[src/rtl/hrp_pkg.sv]
// package for the http response header parser
// field widths, types, character constants and match text imported by the other rtl files
`timescale 1ns / 1ps

package hrp_pkg;

    localparam int unsigned C_BYTE_W   = 8;
    localparam int unsigned C_STATUS_W = 16;
    localparam int unsigned C_LENGTH_W = 32;
    localparam int unsigned C_COUNT_W  = 32;
    localparam int unsigned C_RESULT_W = 2;

    localparam logic [C_COUNT_W-1:0] C_BODY_LIMIT_RESET = 32'd4096;

    localparam logic [7:0] C_CHAR_LF    = 8'h0A;
    localparam logic [7:0] C_CHAR_CR    = 8'h0D;
    localparam logic [7:0] C_CHAR_SPACE = 8'h20;
    localparam logic [7:0] C_CHAR_TAB   = 8'h09;
    localparam logic [7:0] C_CHAR_ZERO  = 8'h30;
    localparam logic [7:0] C_CHAR_NINE  = 8'h39;
    localparam logic [7:0] C_CHAR_H     = 8'h48;
    localparam logic [7:0] C_CHAR_C     = 8'h43;

    localparam logic [2:0] C_MARKER_LEN = 3'd4;
    localparam logic [4:0] C_KEY_LEN    = 5'd16;

    typedef enum logic [1:0] {
        RES_MORE   = 2'd0,
        RES_DONE   = 2'd1,
        RES_REJECT = 2'd2
    } t_result_code;

    typedef enum logic [1:0] {
        ST_WAIT_SPACE = 2'd0,
        ST_DIGITS     = 2'd1,
        ST_CLOSED     = 2'd2
    } t_status_phase;

    typedef enum logic [1:0] {
        LEN_KEY    = 2'd0,
        LEN_PRE    = 2'd1,
        LEN_DIGITS = 2'd2,
        LEN_CLOSED = 2'd3
    } t_length_phase;

    typedef struct packed {
        logic [2:0]            marker_pos;
        logic                  marker_seen;
        t_status_phase         status_phase;
        logic [C_STATUS_W-1:0] status_value;
        logic [4:0]            key_pos;
        t_length_phase         length_phase;
        logic [C_LENGTH_W-1:0] length_value;
    } t_scan_state;

    localparam t_scan_state C_SCAN_RESET = '{
        marker_pos:   3'd0,
        marker_seen:  1'b0,
        status_phase: ST_WAIT_SPACE,
        status_value: 16'd0,
        key_pos:      5'd0,
        length_phase: LEN_KEY,
        length_value: 32'd0
    };

    function automatic logic [7:0] f_marker_char(input logic [1:0] idx);
        logic [7:0] ch;
        case (idx)
            2'd0: ch = 8'h48;
            2'd1: ch = 8'h54;
            2'd2: ch = 8'h54;
            default: ch = 8'h50;
        endcase
        return ch;
    endfunction

    function automatic logic [7:0] f_key_char(input logic [3:0] idx);
        logic [7:0] ch;
        case (idx)
            4'd0:  ch = 8'h43;
            4'd1:  ch = 8'h6F;
            4'd2:  ch = 8'h6E;
            4'd3:  ch = 8'h74;
            4'd4:  ch = 8'h65;
            4'd5:  ch = 8'h6E;
            4'd6:  ch = 8'h74;
            4'd7:  ch = 8'h2D;
            4'd8:  ch = 8'h4C;
            4'd9:  ch = 8'h65;
            4'd10: ch = 8'h6E;
            4'd11: ch = 8'h67;
            4'd12: ch = 8'h74;
            4'd13: ch = 8'h68;
            4'd14: ch = 8'h3A;
            default: ch = 8'h20;
        endcase
        return ch;
    endfunction

    function automatic logic f_is_digit(input logic [7:0] ch);
        return (ch >= C_CHAR_ZERO) && (ch <= C_CHAR_NINE);
    endfunction

endpackage

[src/rtl/hrp_header_scan.sv]
// header matcher next-state logic: marker, status number, content length key and value
// depends on hrp_pkg
`timescale 1ns / 1ps

module hrp_header_scan
    import hrp_pkg::*;
(
    input  t_scan_state         i_state,
    input  logic [C_BYTE_W-1:0] i_byte,
    output t_scan_state         o_state
);

    logic                    w_digit;
    logic [3:0]              w_digit_val;
    logic [C_STATUS_W+3:0]   w_status_acc;
    logic [C_LENGTH_W+3:0]   w_length_acc;
    logic [C_STATUS_W-1:0]   w_status_sat;
    logic [C_LENGTH_W-1:0]   w_length_sat;

    assign w_digit     = f_is_digit(i_byte);
    assign w_digit_val = i_byte[3:0];

    // value * 10 + digit
    assign w_status_acc = ({4'd0, i_state.status_value} << 3)
                        + ({4'd0, i_state.status_value} << 1)
                        + {{C_STATUS_W{1'b0}}, w_digit_val};
    assign w_length_acc = ({4'd0, i_state.length_value} << 3)
                        + ({4'd0, i_state.length_value} << 1)
                        + {{C_LENGTH_W{1'b0}}, w_digit_val};

    assign w_status_sat = (w_status_acc[C_STATUS_W+3:C_STATUS_W] != 4'd0)
                        ? {C_STATUS_W{1'b1}} : w_status_acc[C_STATUS_W-1:0];
    assign w_length_sat = (w_length_acc[C_LENGTH_W+3:C_LENGTH_W] != 4'd0)
                        ? {C_LENGTH_W{1'b1}} : w_length_acc[C_LENGTH_W-1:0];

    always_comb begin
        o_state = i_state;

        if (!i_state.marker_seen) begin
            if ((i_state.marker_pos != C_MARKER_LEN)
                && (i_byte == f_marker_char(i_state.marker_pos[1:0]))) begin
                o_state.marker_pos = 3'(i_state.marker_pos + 3'd1);
                if (i_state.marker_pos == 3'(C_MARKER_LEN - 3'd1)) begin
                    o_state.marker_seen = 1'b1;
                end
            end else begin
                o_state.marker_pos = (i_byte == C_CHAR_H) ? 3'd1 : 3'd0;
            end
        end

        case (i_state.status_phase)
            ST_WAIT_SPACE: begin
                if (i_byte == C_CHAR_SPACE) begin
                    o_state.status_phase = ST_DIGITS;
                end
            end
            ST_DIGITS: begin
                if (w_digit) begin
                    o_state.status_value = w_status_sat;
                end else begin
                    o_state.status_phase = ST_CLOSED;
                end
            end
            default: begin
            end
        endcase

        case (i_state.length_phase)
            LEN_KEY: begin
                if ((i_state.key_pos != C_KEY_LEN)
                    && (i_byte == f_key_char(i_state.key_pos[3:0]))) begin
                    o_state.key_pos = 5'(i_state.key_pos + 5'd1);
                    if (i_state.key_pos == 5'(C_KEY_LEN - 5'd1)) begin
                        o_state.length_phase = LEN_PRE;
                    end
                end else begin
                    o_state.key_pos = (i_byte == C_CHAR_C) ? 5'd1 : 5'd0;
                end
            end
            LEN_PRE, LEN_DIGITS: begin
                if (i_byte == C_CHAR_CR) begin
                    o_state.length_phase = i_state.length_phase;
                end else if (w_digit) begin
                    o_state.length_value = w_length_sat;
                    o_state.length_phase = LEN_DIGITS;
                end else if ((i_state.length_phase == LEN_PRE)
                             && ((i_byte == C_CHAR_SPACE) || (i_byte == C_CHAR_TAB))) begin
                    o_state.length_phase = LEN_PRE;
                end else begin
                    o_state.length_phase = LEN_CLOSED;
                end
            end
            default: begin
            end
        endcase
    end

endmodule

[config.mk]
export PLATFORM = sky130hd
export DESIGN_NAME = hrp_header_scan
export DESIGN_NICKNAME = d
export VERILOG_FILES = /design/src/rtl/hrp_pkg.sv /design/src/rtl/hrp_header_scan.sv
export SDC_FILE = /design/constraint.sdc
export NUM_CORES = 1
export LEC_CHECK = 0
export ABC_AREA = 1
export BUFFER_PORTS_ARGS = -buffer_cell sky130_fd_sc_hd__buf_2
export CORE_MARGIN = 2
export CORE_UTILIZATION = 59
export DETAILED_ROUTE_END_ITERATION = 6
export PLACE_DENSITY_LB_ADDON = 0.08
export SETUP_SLACK_MARGIN = 0.2
export SLEW_MARGIN = 40
export SYNTH_ARGS = -nofsm -noshare
export SYNTH_HDL_FRONTEND = slang
export SYNTH_SLANG_ARGS = --single-unit
export TNS_END_PERCENT = 10
[constraint.sdc]
create_clock -name vclk -period 3.92
set_input_delay 0.588 -clock vclk [all_inputs]
set_output_delay 0.588 -clock vclk [all_outputs]
set_load 0.05 [all_outputs]
==> results.py, run 1 <==
metrics = {
    "finish": {
        "post-route-util_pct": 72.27,
        "final_cells": 1382,
        "nClkBuffers": 0,
        "final_area_sq_um": 7361,
        "diodes": 0,
        "syn2layout_area_growth_pct": 20.65,
        "seq_cells": 0,
        "ff_latch_area_sq_um": 0,
        "fillers": 952,
        "fin_nets": 1428,
        "drive_gt1_share_pct": 22.31,
    },
    "drt": {
        "ant_nets": 0,
        "firstDrtPassIters": 5,
        "dr_total_vias": 6964,
        "vias_per_cell": 5.039,
        "drc": 0,
        "drt_wl_total_um": 16400,
        "routedWlPerCell_um": 11.87,
        "drtIter0Drc": 251,
    },
    "power_and_ir_drop": {
        "ir_worst_vdd_v": 0.0001130,
        "power.leakage_nw": 4.538,
        "power_mw": 1.345,
        "pwr_density_cell_nw_per_um2": 182.7,
    },
    "synthesis": {
        "ys_warn_count": 0,
        "synth_commonest_cells": "nand2_1 (374), inv_1 (215), ha_1 (107), nor2_1 (80), nand3_1 (61)",
        "ys_types": 43,
        "synth_cells": 1103,
        "synth_top_area_share_pct": 23.01,
        "syn_area_per_cell_sq_um": 5.531,
        "mappedNetlistArea_sq_um": 6101,
        "netlist_top_cells_area": "nand2_1 (23%), ha_1 (22%), inv_1 (13%)",
        "ys_seq_area_share_pct": 0,
        "synth_most_common_cell": "nand2_1",
        "yosysTopAreaCell": "nand2_1",
        "syn-num-nets": 1283,
    },
    "sta": {
        "final_max_slew_viol_count": 0,
        "min_period_ns": 3.789,
        "finalHoldViolations": 0,
        "worst_pin_slew_ns": 0.3791,
        "finalCritPeriodShare_pct": 96.66,
        "grt_setup_unrepaired": "yes",
        "whs_ns": 1.566,
        "fmax_mhz": 263.9,
        "setup_ws_ns": 0.1309,
        "max-slew-margin-rel_pct": 74.68,
        "timing.setup.tns_ns": 0,
        "setup_violations": 0,
    },
    "global_route": {
        "grt_max_degree": 33,
        "grt_pass1_wl_um": 27680,
        "grt_usage_pct": 28.90,
        "grt_pass1_vias": 6395,
        "antenna_found_initial": 0,
        "globalRouteOverflowTotal": 0,
    },
    "worst_setup_path": {
        "crit_type": "input port to output port",
        "cp_cell_sequence": "buf_8, fa_1, inv_2, fa_2, inv_2, nand2_2, nand2_2, nand3_2, nand2_2, nand2_2, nand2_2, nand2_2, nand3_2, nand2_2, nor2_4, buf_12, buf_12, nand3_2, nand2_1, inv_1, buf_4",
        "critPathCaptureType": "output port",
        "worstPathMaxFanout": 6,
        "max_stage_delay_ns": 0.58,
        "crit_family": "adder cells",
        "crit_arrival_ns": 3.20,
        "cp_num_buf_inv": 7,
        "crit_top_cell": "nand2_2",
        "slowest_stage": "fa_1",
        "crit_path_start_kind": "input port",
        "crit_required_ns": 3.33,
    },
    "run_status": {
        "status": "completed",
    },
    "floorplanning": {
        "die_x_um": 105.7,
        "die_area_sq_um": 11170,
        "io_pins": 130,
        "row_count": 37,
        "chipHeight_um": 105.7,
        "initial_utilization_pct": 59.90,
        "fp.coreArea_sq_um": 10180,
    },
    "placement": {
        "place_inst": 1370,
        "io_buffers": 130,
        "place_area_sq_um": 6973,
        "pre_cts_slack_ns": -0.009046,
        "hpwl_um": 13630,
        "gp_congestion": 0.9694,
    },
    "job": {
        "max_cap_violations": 0,
    },
    "clocking": {
        "holdBufCountCts": 0,
    },
    "worst_hold_path": {
        "hold_path.class": "input port to output port",
    },
}
[cell type report]
type	instances	area [sq um]	area share, %
tap	136	170.2	2.312
timing repair buffer	159	1162	15.79
inverter	231	867.1	11.78
multi-input combinational	856	5161	70.12
[tightest hold or removal path, cell delays in order]
cell and delay, ns:
buf_2 0.11, o31ai_1 0.07, buf_2 0.20
[report_power, final]
| group | internal (mW) | switching [mW] | total (mW) |
|---|---|---|---|
| Sequential | 0 | 0 | 0 |
| Clock | 0 | 0 | 0 |
| Combinational | 0.511 | 0.834 | 1.34 |
[worst paths after layout]
check | cells after the start | end | start | slack (ns)
setup / recovery | 21 | o_state[2] | i_byte[3] | 0.13
hold / removal | 3 | o_state[60] | i_state[57] | 1.57
[cell families after synthesis]
kind of cell             synth area share, %
XOR/XNOR                               4.020
adder cells (fa/ha/maj)                23.26
buffers and inverters                  16.69
AO/OA/AOI/OAI                          9.762
AND/OR/NAND/NOR                        46.27
[layer usage]
metal	routed length (um)	vias to the layer above	share of wire, %	track usage (%)
met5	0	-	0	0
li1	-	3719	-	-
met1	7255	3052	44	35.96
met2	7942	166	48	53.92
met4	391	0	2.4	6.767
met3	812	27	5.0	1.917
[layout by cell type (no fill, tap or decap), types with 6 or more instances in the layout]
master	n
buf_6	15
buf_2	100
a21oi_1	43
nor3_1	12
buf_4	31
nand4_1	6
inv_1	212
a21oi_2	6
or2_2	15
o21ai_0	25
nand3b_1	9
buf_12	7
o21bai_1	7
nand2_2	23
ha_1	106
nand2_1	364
nand3_2	39
nand3_1	58
nor2_1	80
xor2_1	12
xnor2_1	16
inv_2	18
[repair_timing]
action / 4_1_cts / 5_1_grt
setup buffers: 6 / 4
endpoints found under the setup margin: 48 / 48
resized for setup: 58 / 24
pin swaps: 9 / 12
gates cloned: 2 / 0
Power figures use the tool's default switching activity.
==> run 2: changes to the inputs <==
Settings changed: CORE_UTILIZATION 59 to 53.
Clock period 3.92 ns to 3.2 ns, I/O delays scaled along.
==> results.py, run 2 (same netlist as run 1, synthesis figures left out) <==
metrics = {
    "worst_setup_path": {
        "worstPathMaxFanout": 7,
        "crit_path_start_kind": "input port",
        "crit_type": "input port to output port",
        "critPathCaptureType": "output port",
        "crit_arrival_ns": 3.00,
        "crit_required_ns": 2.72,
    },
    "finish": {
        "final_area_sq_um": 8493,
        "fin_nets": 1530,
        "nClkBuffers": 0,
        "final_common_cell": "nand2_1",
        "layout_common_cells": "nand2_1 (352), inv_1 (200), buf_4 (119)",
        "diodes": 0,
        "seq_cells": 0,
        "ff_latch_area_sq_um": 0,
        "syn2layout_area_growth_pct": 39.21,
        "fillers": 1014,
        "drive_gt1_share_pct": 30.71,
    },
    "sta": {
        "fmax_mhz": 287.2,
        "finalCritPeriodShare_pct": 108.8,
        "worst_pin_slew_ns": 0.3592,
        "grt_setup_unrepaired": "yes",
        "min_period_ns": 3.482,
        "finalHoldViolations": 0,
        "max-slew-margin-rel_pct": 76.05,
        "final_max_slew_viol_count": 0,
        "timing.setup.tns_ns": -8.950,
        "setup_violations": 48,
        "setup_ws_ns": -0.2823,
    },
    "placement": {
        "gp_congestion": 0.9501,
        "pre_cts_slack_ns": -0.3436,
        "io_buffers": 130,
        "place_area_sq_um": 7711,
        "hpwl_um": 14290,
    },
    "drt": {
        "wl_met2_um": 8966,
        "routedWlPerCell_um": 11.95,
        "drt-met1-wl_um": 7708,
        "drc": 0,
        "dr.max_layer_used": "met4",
        "wl_met3_um": 779,
        "ant_nets": 0,
        "dr_total_vias": 7360,
        "drt_wl_total_um": 17810,
        "drtIter0Drc": 331,
        "firstDrtPassIters": 5,
        "vias_per_cell": 4.936,
    },
    "worst_hold_path": {
        "hold_path.class": "input port to output port",
    },
    "power_and_ir_drop": {
        "switching_share_pct": 57.78,
        "pwr-share-clk_pct": 0,
        "ir_worst_vdd_v": 0.0001261,
        "pwr_density_cell_nw_per_um2": 222.6,
        "power.leakage_nw": 5.108,
        "power_mw": 1.891,
        "switchingPower_mw": 1.093,
        "combPwrFrac_pct": 100.0,
        "p_seq_share_pct": 0,
        "internal-power_uw": 798.4,
    },
    "floorplanning": {
        "initial_utilization_pct": 53.89,
        "io_pins": 130,
        "chipHeight_um": 111.3,
        "fp.coreArea_sq_um": 11320,
        "die_area_sq_um": 12390,
        "row_count": 39,
        "die_x_um": 111.3,
    },
    "global_route": {
        "grt_max_degree": 33,
        "globalRouteOverflowTotal": 0,
        "grt_usage_pct": 27.45,
        "antenna_found_initial": 0,
        "grt_pass1_wl_um": 29530,
        "grt_pass1_vias": 6843,
    },
    "run_status": {
        "violations": "setup timing",
        "status": "finished with violations",
    },
    "job": {
        "max_cap_violations": 0,
    },
    "clocking": {
        "holdBufCountCts": 0,
    },
}
-- run 2: changes by cell type in the layout (fill, tap and decap cells not counted), sizes merged --
cell      before  now
buf          158  259
inv          230  229
clkinvlp       0    1
clkbuf         0    2
bufbuf         1    0
-- run 2: critical path: stages --
cell and delay, ns:
buf_8 0.10, fa_1 0.56, inv_2 0.05, fa_2 0.36, inv_2 0.06, nand2_2 0.05, nand2_2 0.08, nand3_2 0.07
nand2_2 0.09, nand2_2 0.06, nand2_4 0.09, nand2_4 0.06, nand3_4 0.07, nand2_4 0.06, nor2_8 0.16, buf_12 0.15
buf_12 0.13, nand3_2 0.06, nand2_1 0.06, inv_1 0.05, buf_6 0.14
-- run 2: worst paths after layout --
check / startpoint / depth (start not counted) / to
hold / removal: i_state[57] / 3 / o_state[60]
setup / recovery: i_state[2] / 21 / o_state[4]
-- run 2: metal layers --
layer | up-vias | track usage, %
met1 | 3228 | 33.55
met4 | 0 | 4.444
met3 | 30 | 1.968
met5 | - | 0
met2 | 169 | 52.93
li1 | 3933 | -
-- run 2: cell type report --
class | instances | area (sq um) | area share, %
repair buffers | 261 | 2141 | 25.21
inverters | 231 | 870.8 | 10.25
well taps | 143 | 178.9 | 2.107
multi-input cells | 856 | 5303 | 62.43
-- run 2: repair_timing --
item                                    CTS  global route
endpoints found under the setup margin   48            52
gates cloned                              3             1
pin swaps                                12            24
buffers inserted                          9             2
resized for setup                       116            60
-- run 2: power by group through the flow --
stage / sequential [mW] / clock [mW] / combinational (mW)
5_1_grt: 0 / 0 / 2.07
2_1_floorplan: 0 / 0 / 1.11
4_1_cts: 0 / 0 / 1.83
3_5_place_dp: 0 / 0 / 1.67
6_report: 0 / 0 / 1.89
3_3_place_gp: 0 / 0 / 1.65
-- run 2: per-stage QoR --
step / hold slack, ns / std cells / util (%)
after global routing: 1.397 / 1491 / 75.02
after global placement: 1.352 / 1476 / 68.11
after floorplan: 1.263 / 1103 / -
final: 1.366 / 1491 / 75.02
after CTS: 1.361 / 1488 / 72.83
after detailed placement: 1.355 / 1476 / 68.11
